==> src/rtl/rgb16_to_led_frame_core_macros.svh <==
// Assertion macros shared by the frame encoder RTL.
`ifndef RGB16_TO_LED_FRAME_CORE_MACROS_SVH
`define RGB16_TO_LED_FRAME_CORE_MACROS_SVH

// Same-cycle implication, checked at every rising edge out of reset.
`define R16LED_ASSERT_NOW(label, ante, cons, msg) \
    label: assert property (@(posedge clk) disable iff (!rst_n) (ante) |-> (cons)) \
        else $error(msg);

// Next-cycle implication, checked at every rising edge out of reset.
`define R16LED_ASSERT_NEXT(label, ante, cons, msg) \
    label: assert property (@(posedge clk) disable iff (!rst_n) (ante) |=> (cons)) \
        else $error(msg);

`endif

==> src/rtl/r16led_pkg.sv <==
// Types, constants and helper functions for the RGB to LED frame encoder.
package r16led_pkg;

    localparam int CH_W      = 16;
    localparam int BR_W      = 5;
    localparam int BYTE_W    = 8;
    localparam int M31_W     = 21;
    localparam int SCALE_W   = 21;
    localparam int MID_W     = 19;
    localparam int RECIP_W   = 19;
    localparam int RECIP_SH  = 21;
    localparam int FRAME_W   = 32;

    typedef enum logic [1:0] {
        MODE_PLAIN = 2'd0,
        MODE_THREE = 2'd1,
        MODE_FINE  = 2'd2
    } mode_t;

    typedef enum logic [1:0] {
        LVL_FULL = 2'd0,
        LVL_MID  = 2'd1,
        LVL_LOW  = 2'd2
    } level_t;

    localparam logic [CH_W-1:0]    LVL_HIGH_TH = 16'd10570;
    localparam logic [CH_W-1:0]    LVL_MID_TH  = 16'd2114;
    localparam logic [BR_W-1:0]    BR_FULL     = 5'd31;
    localparam logic [BR_W-1:0]    BR_MID      = 5'd5;
    localparam logic [BR_W-1:0]    BR_LOW      = 5'd1;
    localparam logic [2:0]         FRAME_MARK  = 3'b111;
    // ceil(2^21 / 5); exact floor division by 5 for any 19-bit value.
    localparam logic [RECIP_W-1:0] RECIP5      = 19'd419431;

    typedef struct packed {
        mode_t           mode;
        logic [CH_W-1:0] red;
        logic [CH_W-1:0] green;
        logic [CH_W-1:0] blue;
    } pixel_t;

    typedef struct packed {
        mode_t            mode;
        level_t           level;
        logic [CH_W-1:0]  red;
        logic [CH_W-1:0]  green;
        logic [CH_W-1:0]  blue;
        logic [M31_W-1:0] max31;
        logic [M31_W-1:0] red31;
        logic [M31_W-1:0] green31;
        logic [M31_W-1:0] blue31;
    } front_t;

    typedef struct packed {
        logic               fine;
        logic [BR_W-1:0]    bright;
        logic [BYTE_W-1:0]  red_byte;
        logic [BYTE_W-1:0]  green_byte;
        logic [BYTE_W-1:0]  blue_byte;
        logic [SCALE_W-1:0] scale;
        logic [CH_W-1:0]    red;
        logic [CH_W-1:0]    green;
        logic [CH_W-1:0]    blue;
    } scaled_t;

    function automatic logic [M31_W-1:0] times31(input logic [CH_W-1:0] c);
        return {c, 5'b00000} - {5'b00000, c};
    endfunction

    // floor(0x1F0000 / br); zero brightness only occurs for a black pixel.
    function automatic logic [SCALE_W-1:0] fine_scale(input logic [BR_W-1:0] br);
        logic [SCALE_W-1:0] s;
        case (br)
            5'd1:    s = 21'd2031616;
            5'd2:    s = 21'd1015808;
            5'd3:    s = 21'd677205;
            5'd4:    s = 21'd507904;
            5'd5:    s = 21'd406323;
            5'd6:    s = 21'd338602;
            5'd7:    s = 21'd290230;
            5'd8:    s = 21'd253952;
            5'd9:    s = 21'd225735;
            5'd10:   s = 21'd203161;
            5'd11:   s = 21'd184692;
            5'd12:   s = 21'd169301;
            5'd13:   s = 21'd156278;
            5'd14:   s = 21'd145115;
            5'd15:   s = 21'd135441;
            5'd16:   s = 21'd126976;
            5'd17:   s = 21'd119506;
            5'd18:   s = 21'd112867;
            5'd19:   s = 21'd106927;
            5'd20:   s = 21'd101580;
            5'd21:   s = 21'd96743;
            5'd22:   s = 21'd92346;
            5'd23:   s = 21'd88331;
            5'd24:   s = 21'd84650;
            5'd25:   s = 21'd81264;
            5'd26:   s = 21'd78139;
            5'd27:   s = 21'd75245;
            5'd28:   s = 21'd72557;
            5'd29:   s = 21'd70055;
            5'd30:   s = 21'd67720;
            5'd31:   s = 21'd65536;
            default: s = '0;
        endcase
        return s;
    endfunction

endpackage

==> src/rtl/r16led_ifs.sv <==
// Valid/ready channel interfaces for pixel input and frame word output.
interface r16led_pixel_if;
    logic        valid;
    logic        ready;
    logic [15:0] red_level;
    logic [15:0] green_level;
    logic [15:0] blue_level;

    modport source (output valid, output red_level, output green_level,
                    output blue_level, input ready);
    modport sink (input valid, input red_level, input green_level,
                  input blue_level, output ready);
endinterface

interface r16led_frame_if;
    logic        valid;
    logic        ready;
    logic [31:0] frame_word;

    modport source (output valid, output frame_word, input ready);
    modport sink (input valid, input frame_word, output ready);
endinterface

==> src/rtl/r16led_front.sv <==
// First stage: channel OR, level class and times-31 products.
module r16led_front (
    input  logic                clk,
    input  logic                rst_n,
    input  logic                up_valid,
    output logic                up_ready,
    input  r16led_pkg::pixel_t  up_data,
    output logic                dn_valid,
    input  logic                dn_ready,
    output r16led_pkg::front_t  dn_data
);

    logic                           valid_reg;
    logic                           valid_next;
    r16led_pkg::front_t             data_reg;
    r16led_pkg::front_t             data_next;
    logic [r16led_pkg::CH_W-1:0]    max_any;

    assign up_ready = !valid_reg || dn_ready;
    assign dn_valid = valid_reg;
    assign dn_data  = data_reg;

    // The OR of the channels bounds the largest channel from above.
    assign max_any = up_data.red | up_data.green | up_data.blue;

    always_comb
    begin
        data_next.mode    = up_data.mode;
        data_next.red     = up_data.red;
        data_next.green   = up_data.green;
        data_next.blue    = up_data.blue;
        data_next.max31   = r16led_pkg::times31(max_any);
        data_next.red31   = r16led_pkg::times31(up_data.red);
        data_next.green31 = r16led_pkg::times31(up_data.green);
        data_next.blue31  = r16led_pkg::times31(up_data.blue);
        if (max_any >= r16led_pkg::LVL_HIGH_TH)
        begin
            data_next.level = r16led_pkg::LVL_FULL;
        end
        else if (max_any >= r16led_pkg::LVL_MID_TH)
        begin
            data_next.level = r16led_pkg::LVL_MID;
        end
        else
        begin
            data_next.level = r16led_pkg::LVL_LOW;
        end
    end

    assign valid_next = up_ready ? up_valid : valid_reg;

    always_ff @(posedge clk or negedge rst_n)
    begin
        if (!rst_n)
        begin
            valid_reg <= 1'b0;
        end
        else
        begin
            valid_reg <= valid_next;
        end
    end

    always_ff @(posedge clk)
    begin
        if (up_valid && up_ready)
        begin
            data_reg <= data_next;
        end
    end

endmodule

==> src/rtl/r16led_scale.sv <==
// Second stage: brightness choice, divide by five and fine scale lookup.
module r16led_scale (
    input  logic                clk,
    input  logic                rst_n,
    input  logic                up_valid,
    output logic                up_ready,
    input  r16led_pkg::front_t  up_data,
    output logic                dn_valid,
    input  logic                dn_ready,
    output r16led_pkg::scaled_t dn_data
);

    localparam int PROD_W = r16led_pkg::MID_W + r16led_pkg::RECIP_W;
    localparam int BYTE_LO = r16led_pkg::RECIP_SH + 8;
    localparam int BYTE_HI = r16led_pkg::RECIP_SH + 15;

    logic                            valid_reg;
    logic                            valid_next;
    r16led_pkg::scaled_t             data_reg;
    r16led_pkg::scaled_t             data_next;
    logic [r16led_pkg::BR_W-1:0]     hi_part;
    logic [r16led_pkg::CH_W-1:0]     lo_part;
    logic [r16led_pkg::CH_W:0]       part_sum;
    logic [r16led_pkg::BR_W-1:0]     round_up;
    logic [r16led_pkg::BR_W-1:0]     fine_br;
    logic [PROD_W-1:0]               red_div;
    logic [PROD_W-1:0]               green_div;
    logic [PROD_W-1:0]               blue_div;

    assign up_ready = !valid_reg || dn_ready;
    assign dn_valid = valid_reg;
    assign dn_data  = data_reg;

    // ceil(t / 65535) with t = hi*65536 + lo = hi*65535 + (hi + lo).
    assign hi_part  = up_data.max31[r16led_pkg::M31_W-1:r16led_pkg::CH_W];
    assign lo_part  = up_data.max31[r16led_pkg::CH_W-1:0];
    assign part_sum = {1'b0, lo_part} + {12'd0, hi_part};

    always_comb
    begin
        if (part_sum == 17'd0)
        begin
            round_up = 5'd0;
        end
        else if (part_sum > 17'd65535)
        begin
            round_up = 5'd2;
        end
        else
        begin
            round_up = 5'd1;
        end
    end

    assign fine_br = hi_part + round_up;

    // floor(c*31/5) through the reciprocal; valid because c*31 fits 19 bits here.
    assign red_div   = {{r16led_pkg::RECIP_W{1'b0}}, up_data.red31[r16led_pkg::MID_W-1:0]}
                     * {{r16led_pkg::MID_W{1'b0}}, r16led_pkg::RECIP5};
    assign green_div = {{r16led_pkg::RECIP_W{1'b0}}, up_data.green31[r16led_pkg::MID_W-1:0]}
                     * {{r16led_pkg::MID_W{1'b0}}, r16led_pkg::RECIP5};
    assign blue_div  = {{r16led_pkg::RECIP_W{1'b0}}, up_data.blue31[r16led_pkg::MID_W-1:0]}
                     * {{r16led_pkg::MID_W{1'b0}}, r16led_pkg::RECIP5};

    always_comb
    begin
        data_next.fine       = 1'b0;
        data_next.bright     = r16led_pkg::BR_FULL;
        data_next.red_byte   = up_data.red[15:8];
        data_next.green_byte = up_data.green[15:8];
        data_next.blue_byte  = up_data.blue[15:8];
        data_next.scale      = r16led_pkg::fine_scale(fine_br);
        data_next.red        = up_data.red;
        data_next.green      = up_data.green;
        data_next.blue       = up_data.blue;
        case (up_data.mode)
            r16led_pkg::MODE_THREE:
            begin
                case (up_data.level)
                    r16led_pkg::LVL_MID:
                    begin
                        data_next.bright     = r16led_pkg::BR_MID;
                        data_next.red_byte   = red_div[BYTE_HI:BYTE_LO];
                        data_next.green_byte = green_div[BYTE_HI:BYTE_LO];
                        data_next.blue_byte  = blue_div[BYTE_HI:BYTE_LO];
                    end
                    r16led_pkg::LVL_LOW:
                    begin
                        data_next.bright     = r16led_pkg::BR_LOW;
                        data_next.red_byte   = up_data.red31[15:8];
                        data_next.green_byte = up_data.green31[15:8];
                        data_next.blue_byte  = up_data.blue31[15:8];
                    end
                    default:
                    begin
                        data_next.bright = r16led_pkg::BR_FULL;
                    end
                endcase
            end
            r16led_pkg::MODE_FINE:
            begin
                data_next.fine   = 1'b1;
                data_next.bright = fine_br;
            end
            default:
            begin
                data_next.fine = 1'b0;
            end
        endcase
    end

    assign valid_next = up_ready ? up_valid : valid_reg;

    always_ff @(posedge clk or negedge rst_n)
    begin
        if (!rst_n)
        begin
            valid_reg <= 1'b0;
        end
        else
        begin
            valid_reg <= valid_next;
        end
    end

    always_ff @(posedge clk)
    begin
        if (up_valid && up_ready)
        begin
            data_reg <= data_next;
        end
    end

endmodule

==> src/rtl/r16led_pack.sv <==
// Third stage: fine-mode channel products and frame word assembly.
module r16led_pack (
    input  logic                 clk,
    input  logic                 rst_n,
    input  logic                 up_valid,
    output logic                 up_ready,
    input  r16led_pkg::scaled_t  up_data,
    output logic                 dn_valid,
    input  logic                 dn_ready,
    output logic [31:0]          dn_word
);

    localparam int PROD_W = r16led_pkg::CH_W + r16led_pkg::SCALE_W;

    logic                                 valid_reg;
    logic                                 valid_next;
    logic [r16led_pkg::FRAME_W-1:0]       word_reg;
    logic [r16led_pkg::FRAME_W-1:0]       word_next;
    logic [PROD_W-1:0]                    red_prod;
    logic [PROD_W-1:0]                    green_prod;
    logic [PROD_W-1:0]                    blue_prod;
    logic [r16led_pkg::BYTE_W-1:0]        red_b;
    logic [r16led_pkg::BYTE_W-1:0]        green_b;
    logic [r16led_pkg::BYTE_W-1:0]        blue_b;

    assign up_ready = !valid_reg || dn_ready;
    assign dn_valid = valid_reg;
    assign dn_word  = word_reg;

    assign red_prod   = {{r16led_pkg::SCALE_W{1'b0}}, up_data.red}
                      * {{r16led_pkg::CH_W{1'b0}}, up_data.scale};
    assign green_prod = {{r16led_pkg::SCALE_W{1'b0}}, up_data.green}
                      * {{r16led_pkg::CH_W{1'b0}}, up_data.scale};
    assign blue_prod  = {{r16led_pkg::SCALE_W{1'b0}}, up_data.blue}
                      * {{r16led_pkg::CH_W{1'b0}}, up_data.scale};

    // A black pixel has zero scale, so fine mode gives empty color bytes.
    assign red_b   = up_data.fine ? red_prod[31:24]   : up_data.red_byte;
    assign green_b = up_data.fine ? green_prod[31:24] : up_data.green_byte;
    assign blue_b  = up_data.fine ? blue_prod[31:24]  : up_data.blue_byte;

    assign word_next = {r16led_pkg::FRAME_MARK, up_data.bright, blue_b, green_b, red_b};

    assign valid_next = up_ready ? up_valid : valid_reg;

    always_ff @(posedge clk or negedge rst_n)
    begin
        if (!rst_n)
        begin
            valid_reg <= 1'b0;
        end
        else
        begin
            valid_reg <= valid_next;
        end
    end

    always_ff @(posedge clk)
    begin
        if (up_valid && up_ready)
        begin
            word_reg <= word_next;
        end
    end

endmodule

==> src/rtl/rgb16_to_led_frame_core.sv <==
// An accepted pixel word passes through the front, scale and pack stage registers to the frame channel.
// Throughput: one pixel per cycle while the frame channel is ready; three register stages, each with its own valid bit.
// A stage takes a new word whenever it is empty or its successor takes its word.
// Reset clears all stage valid bits and sets the encode mode to three-level.
// Top level of the RGB pixel to LED frame word encoder.
`include "rgb16_to_led_frame_core_macros.svh"

module rgb16_to_led_frame_core (
    input  logic                  clk,
    input  logic                  rst_n,
    r16led_pixel_if.sink          pixel,
    r16led_frame_if.source        frame,
    input  logic                  cfg_we,
    input  logic [1:0]            cfg_wdata
);

    r16led_pkg::mode_t    mode_reg;
    r16led_pkg::mode_t    mode_next;
    r16led_pkg::pixel_t   in_data;
    logic                 s1_valid;
    logic                 s1_ready;
    r16led_pkg::front_t   s1_data;
    logic                 s2_valid;
    logic                 s2_ready;
    r16led_pkg::scaled_t  s2_data;

    assign mode_next = cfg_we ? r16led_pkg::mode_t'(cfg_wdata) : mode_reg;

    always_ff @(posedge clk or negedge rst_n)
    begin
        if (!rst_n)
        begin
            mode_reg <= r16led_pkg::MODE_THREE;
        end
        else
        begin
            mode_reg <= mode_next;
        end
    end

    assign in_data.mode  = mode_reg;
    assign in_data.red   = pixel.red_level;
    assign in_data.green = pixel.green_level;
    assign in_data.blue  = pixel.blue_level;

    r16led_front u_front (
        .clk      (clk),
        .rst_n    (rst_n),
        .up_valid (pixel.valid),
        .up_ready (pixel.ready),
        .up_data  (in_data),
        .dn_valid (s1_valid),
        .dn_ready (s1_ready),
        .dn_data  (s1_data)
    );

    r16led_scale u_scale (
        .clk      (clk),
        .rst_n    (rst_n),
        .up_valid (s1_valid),
        .up_ready (s1_ready),
        .up_data  (s1_data),
        .dn_valid (s2_valid),
        .dn_ready (s2_ready),
        .dn_data  (s2_data)
    );

    r16led_pack u_pack (
        .clk      (clk),
        .rst_n    (rst_n),
        .up_valid (s2_valid),
        .up_ready (s2_ready),
        .up_data  (s2_data),
        .dn_valid (frame.valid),
        .dn_ready (frame.ready),
        .dn_word  (frame.frame_word)
    );

    `R16LED_ASSERT_NOW(a_marker_bits, frame.valid, frame.frame_word[31:29] == 3'b111, "frame word lost its marker bits")
    `R16LED_ASSERT_NOW(a_zero_bright_black, s2_valid && s2_data.fine && (s2_data.bright == 5'd0), (s2_data.red | s2_data.green | s2_data.blue) == 16'd0, "zero fine brightness on a lit pixel")
    `R16LED_ASSERT_NEXT(a_mode_write, cfg_we, mode_reg == $past(cfg_wdata), "mode register missed a write")
    `R16LED_ASSERT_NOW(a_empty_takes, !s1_valid, pixel.ready, "empty first stage refused a word")

endmodule
==> src/flat_wrapper.sv <==
// flat-port wrapper written by rule: the top's interface ports become plain ports
module rgb16_to_led_frame_core_flat 
  (clk, rst_n, cfg_we, cfg_wdata, pixel_valid, pixel_red_level, pixel_green_level, pixel_blue_level, pixel_ready, frame_valid, frame_frame_word, frame_ready);
  r16led_pixel_if pixel_i ();
  r16led_frame_if frame_i ();
  input  logic clk;
  input  logic rst_n;
  input  logic cfg_we;
  input  logic [1:0] cfg_wdata;
  input wire logic [$bits(pixel_i.valid)-1:0] pixel_valid;
  input wire logic [$bits(pixel_i.red_level)-1:0] pixel_red_level;
  input wire logic [$bits(pixel_i.green_level)-1:0] pixel_green_level;
  input wire logic [$bits(pixel_i.blue_level)-1:0] pixel_blue_level;
  output wire logic [$bits(pixel_i.ready)-1:0] pixel_ready;
  output wire logic [$bits(frame_i.valid)-1:0] frame_valid;
  output wire logic [$bits(frame_i.frame_word)-1:0] frame_frame_word;
  input wire logic [$bits(frame_i.ready)-1:0] frame_ready;
  assign pixel_i.valid = pixel_valid;
  assign pixel_i.red_level = pixel_red_level;
  assign pixel_i.green_level = pixel_green_level;
  assign pixel_i.blue_level = pixel_blue_level;
  assign pixel_ready = pixel_i.ready;
  assign frame_valid = frame_i.valid;
  assign frame_frame_word = frame_i.frame_word;
  assign frame_i.ready = frame_ready;
  rgb16_to_led_frame_core u_core (.clk(clk), .rst_n(rst_n), .pixel(pixel_i), .frame(frame_i), .cfg_we(cfg_we), .cfg_wdata(cfg_wdata));
endmodule
==> config.mk <==
export PLATFORM = sky130hd
export DESIGN_NAME = rgb16_to_led_frame_core_flat
export DESIGN_NICKNAME = d
export VERILOG_FILES = /design/src/rtl/r16led_pkg.sv /design/src/rtl/r16led_ifs.sv /design/src/rtl/r16led_front.sv /design/src/rtl/r16led_scale.sv /design/src/rtl/r16led_pack.sv /design/src/rtl/rgb16_to_led_frame_core.sv /design/src/flat_wrapper.sv
export VERILOG_INCLUDE_DIRS = /design/src /design/src/rtl
export SDC_FILE = /design/constraint.sdc
export NUM_CORES = 2
export LEC_CHECK = 0
export BUFFER_PORTS_ARGS = -buffer_cell sky130_fd_sc_hd__buf_2
export CAP_MARGIN = 0
export CORE_MARGIN = 3
export CORE_UTILIZATION = 60
export DETAILED_ROUTE_END_ITERATION = 12
export PLACE_DENSITY = 0.83
export SYNTH_ARGS = -nofsm -noshare
export SYNTH_HDL_FRONTEND = slang
export SYNTH_SLANG_ARGS = --single-unit
==> constraint.sdc <==
create_clock -name clk -period 16.6 [get_ports clk]
set_input_delay 1.66 -clock clk [delete_from_list [all_inputs] [get_ports clk]]
set_output_delay 1.66 -clock clk [all_outputs]
set_load 0.01 [all_outputs]
# After elaboration in Yosys (flattened, before gate mapping)
# Memories as Yosys holds them, arrays and structs flattened. A register that Yosys moved wholly into a read port is not among the register bits.
# Cells that the tools add are included.
# W data, S select, Z words.
[totals] reg_bits=242 romBits=672 inputBits=55 output_inout_bits=34 n_memories=1
[op_classes] n_addsub=6 n_mul=6 magnitude_cmp=3 n_eq_ne=4 muxes=11 bitwise=2 n_reduce_logical=10
[memory_table] name="(name not given)" depth=32 word_bits=21 rd=1 rd_ports_with_merged_regs=1 wr=0 line="r16led_pkg.sv:73" text="case (br)"
[op_table] cell="$mul A19 B19 Y37 const B" n=3
[op_table] cell="$mul A16 B21 Y32" n=3
[op_table] cell="$sub A19 B16 Y19" n=3
[op_table] cell="$pmux W24 S2" n=1
[op_table] cell="$or A16 B16 Y16" n=2
[op_table] cell="$mux W24" n=1
[op_table] cell="$mux W8" n=3
[op_table] cell="$sub A21 B16 Y21" n=1
[op_table] cell="$pmux W5 S2" n=2
[op_table] cell="$add A16 B5 Y17" n=1
[op_table] cell="$gt A17 B16 Y1 const B" n=1
[op_table] cell="$logic_not A17 Y1" n=1
[op_table] cell="$ge A16 B12 Y1 const B" n=1
[op_table] cell="$ge A16 B14 Y1 const B" n=1
[op_table] cell="$add A5 B5 Y5" n=1
[op_table] cell="$mux W5" n=1
[op_table] cell="$eq A2 B1 Y1 const B" n=2
[op_table] cell="$eq A2 B2 Y1 const B" n=2
[op_table] cell="$mux W2" n=2
[op_table] cell="$logic_and A1 B1 Y1" n=3
[op_table] cell="$logic_not A1 Y1" n=3
[op_table] cell="$logic_or A1 B1 Y1" n=3
[op_table] cell="$mux W1" n=1

# Logic depth before layout (Yosys ltp)
[logic_depth] ltp_word=6 depth_mapped=24 ltp_nobuf=22

# Cells and area by module
# Synthesis repeated with hierarchy kept, for this count alone.
[unflattened] cells_unflattened=6267 hier_area_um2=60630.6
[modules_own_cells] mod="r16led_pack" n_inst=1 cells_per_inst=3339 area_per_inst_um2=29857.4 seq_area_each_um2=895.9
[modules_own_cells] mod="r16led_scale" n_inst=1 cells_per_inst=2320 area_per_inst_um2=23462.5 seq_area_each_um2=2997.9
[modules_own_cells] mod="r16led_front" n_inst=1 cells_per_inst=604 area_per_inst_um2=7236.9 seq_area_each_um2=4018.9
[modules_own_cells] mod="rgb16_to_led_frame_core" n_inst=1 cells_per_inst=4 area_per_inst_um2=73.8 seq_area_each_um2=51.3

# Worst setup path after synthesis
# No wires, ideal clock.
[synth_timing] path_type="flip-flop to flip-flop" startpoint="reg u_core.u_scale.dn_data[55] (netlist name)" endpoint="reg u_core.u_pack.word_reg (netlist bit u_core.u_pack.dn_word[6]), data pin" setup_time_ns=0.265 t_arrival_ns=5.965 setup_slack_ns=10.369 stages_incl_launch_ff=25 n_path_buf=2 path_cell_list="edfxtp_1 clkbuf_1 clkbuf_1 nand2_1 fa_1 inv_1 fa_1 inv_1 fa_1 inv_1 fa_1 fa_1 inv_1 fa_1 inv_1 ha_1 a21o_1 a21oi_1 o21a_1 o21ai_0 a2111oi_2 o21ai_2 a31o_4 a2111oi_4 nor3_1"
[synth_between] elab_chain_len=2
[synth_lines] item="$mul A16 B21 Y32" line="r16led_pack.sv:31" text="* {{r16led_pkg::CH_W{1'b0}}, up_data.scale};"
[synth_lines] item="$mux W8" line="r16led_pack.sv:38" text="assign red_b = up_data.fine ? red_prod[31:24] : up_data.red_byte;"
[synth_lines] item="via u_core.u_pack.red_b, one bit" line="r16led_pack.sv:22" text="logic [r16led_pkg::BYTE_W-1:0] red_b;"
[synth_lines] item="end signal, assigned" line="r16led_pack.sv:62" text="word_reg <= word_next;"
[synth_lines] item="end, declared" line="r16led_pack.sv:17" text="logic [r16led_pkg::FRAME_W-1:0] word_reg;"
# The timed path passes the listed nets, and every way through them passes these cells.
# A chain may end at the register's enable or synchronous reset.

# Final worst setup path
[layout_timing] startpoint="reg u_core.u_scale.dn_data[64] (netlist name)" endpoint="reg u_core.u_pack.word_reg (netlist bit u_core.u_pack.dn_word[23]), data pin"
[layout_between] elab_chain_len=2
[layout_lines] item="$mul A16 B21 Y32" line="r16led_pack.sv:35" text="* {{r16led_pkg::CH_W{1'b0}}, up_data.scale};"
[layout_lines] item="$mux W8" line="r16led_pack.sv:40" text="assign blue_b = up_data.fine ? blue_prod[31:24] : up_data.blue_byte;"
[layout_lines] item="via u_core.u_pack.blue_b, one bit" line="r16led_pack.sv:24" text="logic [r16led_pkg::BYTE_W-1:0] blue_b;"
# The timed path passes the listed nets, and every way through them passes these cells.

==> results summary <==
The detail route stage leaves a number of antenna-violating nets equal to 0. By area the synthesized netlist is led by fa_1 39%, ha_1 17%, edfxtp_1 13%, inv_1 10%, and2_1 5.0%. The depth of the worst register-to-register path came out at 23.

The total area inside the core boundary comes to 0.0974 mm^2. Across all hold checks on the routed design, the worst slack comes to 418 ps. Setup repair after global routing left no endpoint under its margin. The element type at the critical path start is a flop. The final count of hold timing violations came out at 0.

Clock-pin slew was measured on the worst setup and hold paths at 70 ps. Setup violations remaining at the end of the flow were counted as 0. The maximum level of the CTS H-tree came out at 1. The sum of negative setup slack is 0 ps. The CTS sink count is 260. For this configuration, the core starts out at a cell density of 61.0%. The minimum clock period after layout came out at 7170 ps.

The achievable clock frequency came out at 139 MHz. Detailed placement finished with a half-perimeter wire length of 118 mm. The maximum clock path buffer count came out at 3.

For this run, the leading register cell type out of synthesis is edfxtp_1. The final routed wirelength across all metal layers came out at 147 mm. The number of cells traversed by the worst hold path came out at 0. The total of buffers placed on input and output ports is 85. The max-capacitance violation count is 0. Entering global routing, the biggest net connects 70 pins. After clock tree synthesis, the repair step resized 0 gates. Counting flops with a built-in enable in the synthesized netlist gives 255. The leftover overflow at the end of global routing is 0. The Yosys warning count came out at 0. The final net count is 8,019.

The combined area of all synthesized cells is 0.0594 mm^2. The first global-routing pass estimated 242 mm of wire. The post-synthesis sequential area ratio came out at 13.1%. Global routing consumed, over all layers together, 29.9% of the routing resources. The fraction of the cycle the final worst path needs came out at 43.2%. The count of unresolved DRC violations after routing came out at 0. Each instance of the synthesized netlist takes up on average 9.73 um^2. The final max-slew violation count came to 0.

The required arrival time at the worst endpoint is 16,950 ps. The total number of vias is 41,900. The tree is rooted in a clkbuf_16. The via count normalized by instance count is 5.72. The kind of critical path is reg2reg. The die outline area is 0.103 mm^2. The area growth from synthesis to layout is 3.77%.

The floorplan die width is 321 um. The I/O pin count is 89. The average detailed-routed wire length per instance came out at 20.1 um. Once the clock tree was built, the setup fixing pass inserted 0 buffers. The run finished with clean final reports. The DRC violation total after the first TritonRoute iteration is 3,308. The overall die height came out at 321 um.

The area of the multi-input gates came out at 0.0449 mm^2. TritonCTS built the clock tree. The layout cell share with drive strength beyond 1 came out at 3.62%. Summed over its instances, the top area cell type makes up 38.8% of the synthesized netlist area. The initial antenna violation count came out at 10. The register cell area after layout came out at 0.00778 mm^2. The first detailed-routing pass took 6 iterations. STA classifies the critical path endpoint as a flop. The worst min-delay path class is reg2reg. After synthesis the netlist holds a flip-flop and latch count of 260. The later pin in the worst-skew pair is clocked with a latency of 560 ps.

The share of async-settable or async-resettable flops after synthesis came out at 1.92%. The critical path data arrival time is 7520 ps. The post-synthesis instance total is 6,113.

Measured against its own limit, the worst slew margin works out to 19.0%. The biggest area contributor in the post-synthesis netlist is fa_1. The clock tree skew after final layout came out at 34.1 ps. The number of flip-flops under the largest register name is 127. Of all nets on the critical path, the largest fanout is 34. The routability-driven placement congestion ratio is 0.967. The number of fill cells is 7,709. The cts-stage hold buffer count is 0. The slew at the pin closest to its max-slew limit came out at 1220 ps. The number of global-route vias before repair came out at 46,600. The number of standard-cell rows in the floorplan is 114. The number of clock buffers added by TritonCTS is 25.

The distinct cell type count after synthesis is 86.
==> cells in the mapped netlist (all sizes together) (8+ instances only) <==
library cell	instances
a2111oi	10
xor2	67
fa	1151
o21ai	97
a211oi	24
o21a	21
buf	8
nor4	13
and3	33
nand2b	10
nand2	615
and2	477
or2	15
a221oi	8
edfxtp	255
xnor2	103
mux2	16
nand3	51
a21o	50
clkbuf	220
or3	9
o21bai	13
nor2b	15
o211ai	15
a31oi	24
nand4	20
a31o	8
a21oi	135
ha	785
inv	1590
nor3	49
nor2	107
==> metal layers <==
| layer | track usage [%] | routed length [um] |
|---|---|---|
| met5 | 0 | 54 |
| met4 | 12.5 | 6760 |
| met3 | 4.67 | 11800 |
| met2 | 51.2 | 72300 |
| met1 | 38.2 | 56300 |
==> cell families (layout without fill, tap and decap cells) <==
family	Yosys count	after routing	synth area share, %
compound gates	474	474	5.31
xor+xnor	170	170	2.52
fa+ha+maj	1936	1936	55.3
buf+inv	1819	1750	11.5
flops	260	260	13.1
mux	20	20	0.370
other cells	1	10	0.00631
simple gates	1433	1433	11.9
==> stage by stage <==
stage                     util, %  cells  area [um^2]  worst slack (ps)
after floorplan                 -   6115        59500             10370
after global placement       62.5   7277        60900              9630
after detailed placement     62.5   7277        60900              9460
after CTS                    63.3   7322        61700              9430
after global routing         63.3   7322        61700              8970
final                        63.3   7329        61700              9430
==> path summary, 6_finish.rpt <==
kind / start / endpoint / slack, ps
setup / recovery: u_core.u_scale.dn_data[64] / u_core.u_pack.dn_word[23] / 9430
hold / removal: u_core.u_scale.dn_data[97] / u_core.u_pack.dn_word[28] / 420
setup reg to reg: u_core.u_scale.dn_data[64] / u_core.u_pack.dn_word[23] / 9430
hold reg to reg: u_core.u_scale.dn_data[97] / u_core.u_pack.dn_word[28] / 420
max in group asynchronous: rst_n / u_core.mode_reg[0] / 15460
min in group asynchronous: rst_n / u_core.mode_reg[1] / 930
==> critical path, cell delays in order (launching register included) <==
cell      delay (ps)
edfxtp_1         680
buf_4            490
nand2_1          120
fa_1             510
inv_1             50
fa_1             480
inv_1             50
fa_1             500
inv_1             60
fa_1             440
fa_1             530
inv_1             60
fa_1             480
inv_1             50
ha_1             310
nand4_1          140
nor2_1           220
nand3_1          120
a41oi_1          400
o211ai_1         200
a21oi_1          310
nor3_1           100
or4_1            530
o311ai_1         120
==> layout by cell type, fill, tap and decap left out, types with 7 or more instances in the layout <==
cell       Yosys  routed
o21ai_0       83      83
a21o_1        50      50
nor3_1        49      49
o21ai_1       13      13
a211oi_1      23      23
nand3_1       51      51
o211ai_1      14      14
nor2_1       107     107
buf_2          1      85
a221oi_1       7       7
clkbuf_16      0      25
or2_2         15      15
o21bai_1      13      13
edfxtp_1     255     255
xor2_1        67      66
nand2_1      615     615
nand2b_1      10      10
nor2b_1       14      13
a2111oi_0      7       7
nand4_1       20      20
nor4_1        13      13
diode_2        0       7
mux2_2        16      16
or3_1          9       9
buf_4          3      29
o21a_1        21      21
a31oi_1       23      23
xnor2_1      102     100
ha_1         785     785
fa_1        1151    1151
and3_1        33      33
inv_1       1590    1590
a21oi_1      135     135
and2_1       477     474
==> area by class of cell <==
cell class                      instances  area share, %
Antenna cell                            7         0.0284
Clock buffer                           26           1.02
Clock inverter                         19          0.304
Inverter                             1591           9.68
Multi-Input combinational cell       4036           72.7
Sequential cell                       260           12.6
Tap cell                             1276           2.59
Timing Repair Buffer                  114           1.04
Power is left out: the tool's default activity adds up to more than one toggle a clock period on the data nets, which glitch-free logic cannot reach.
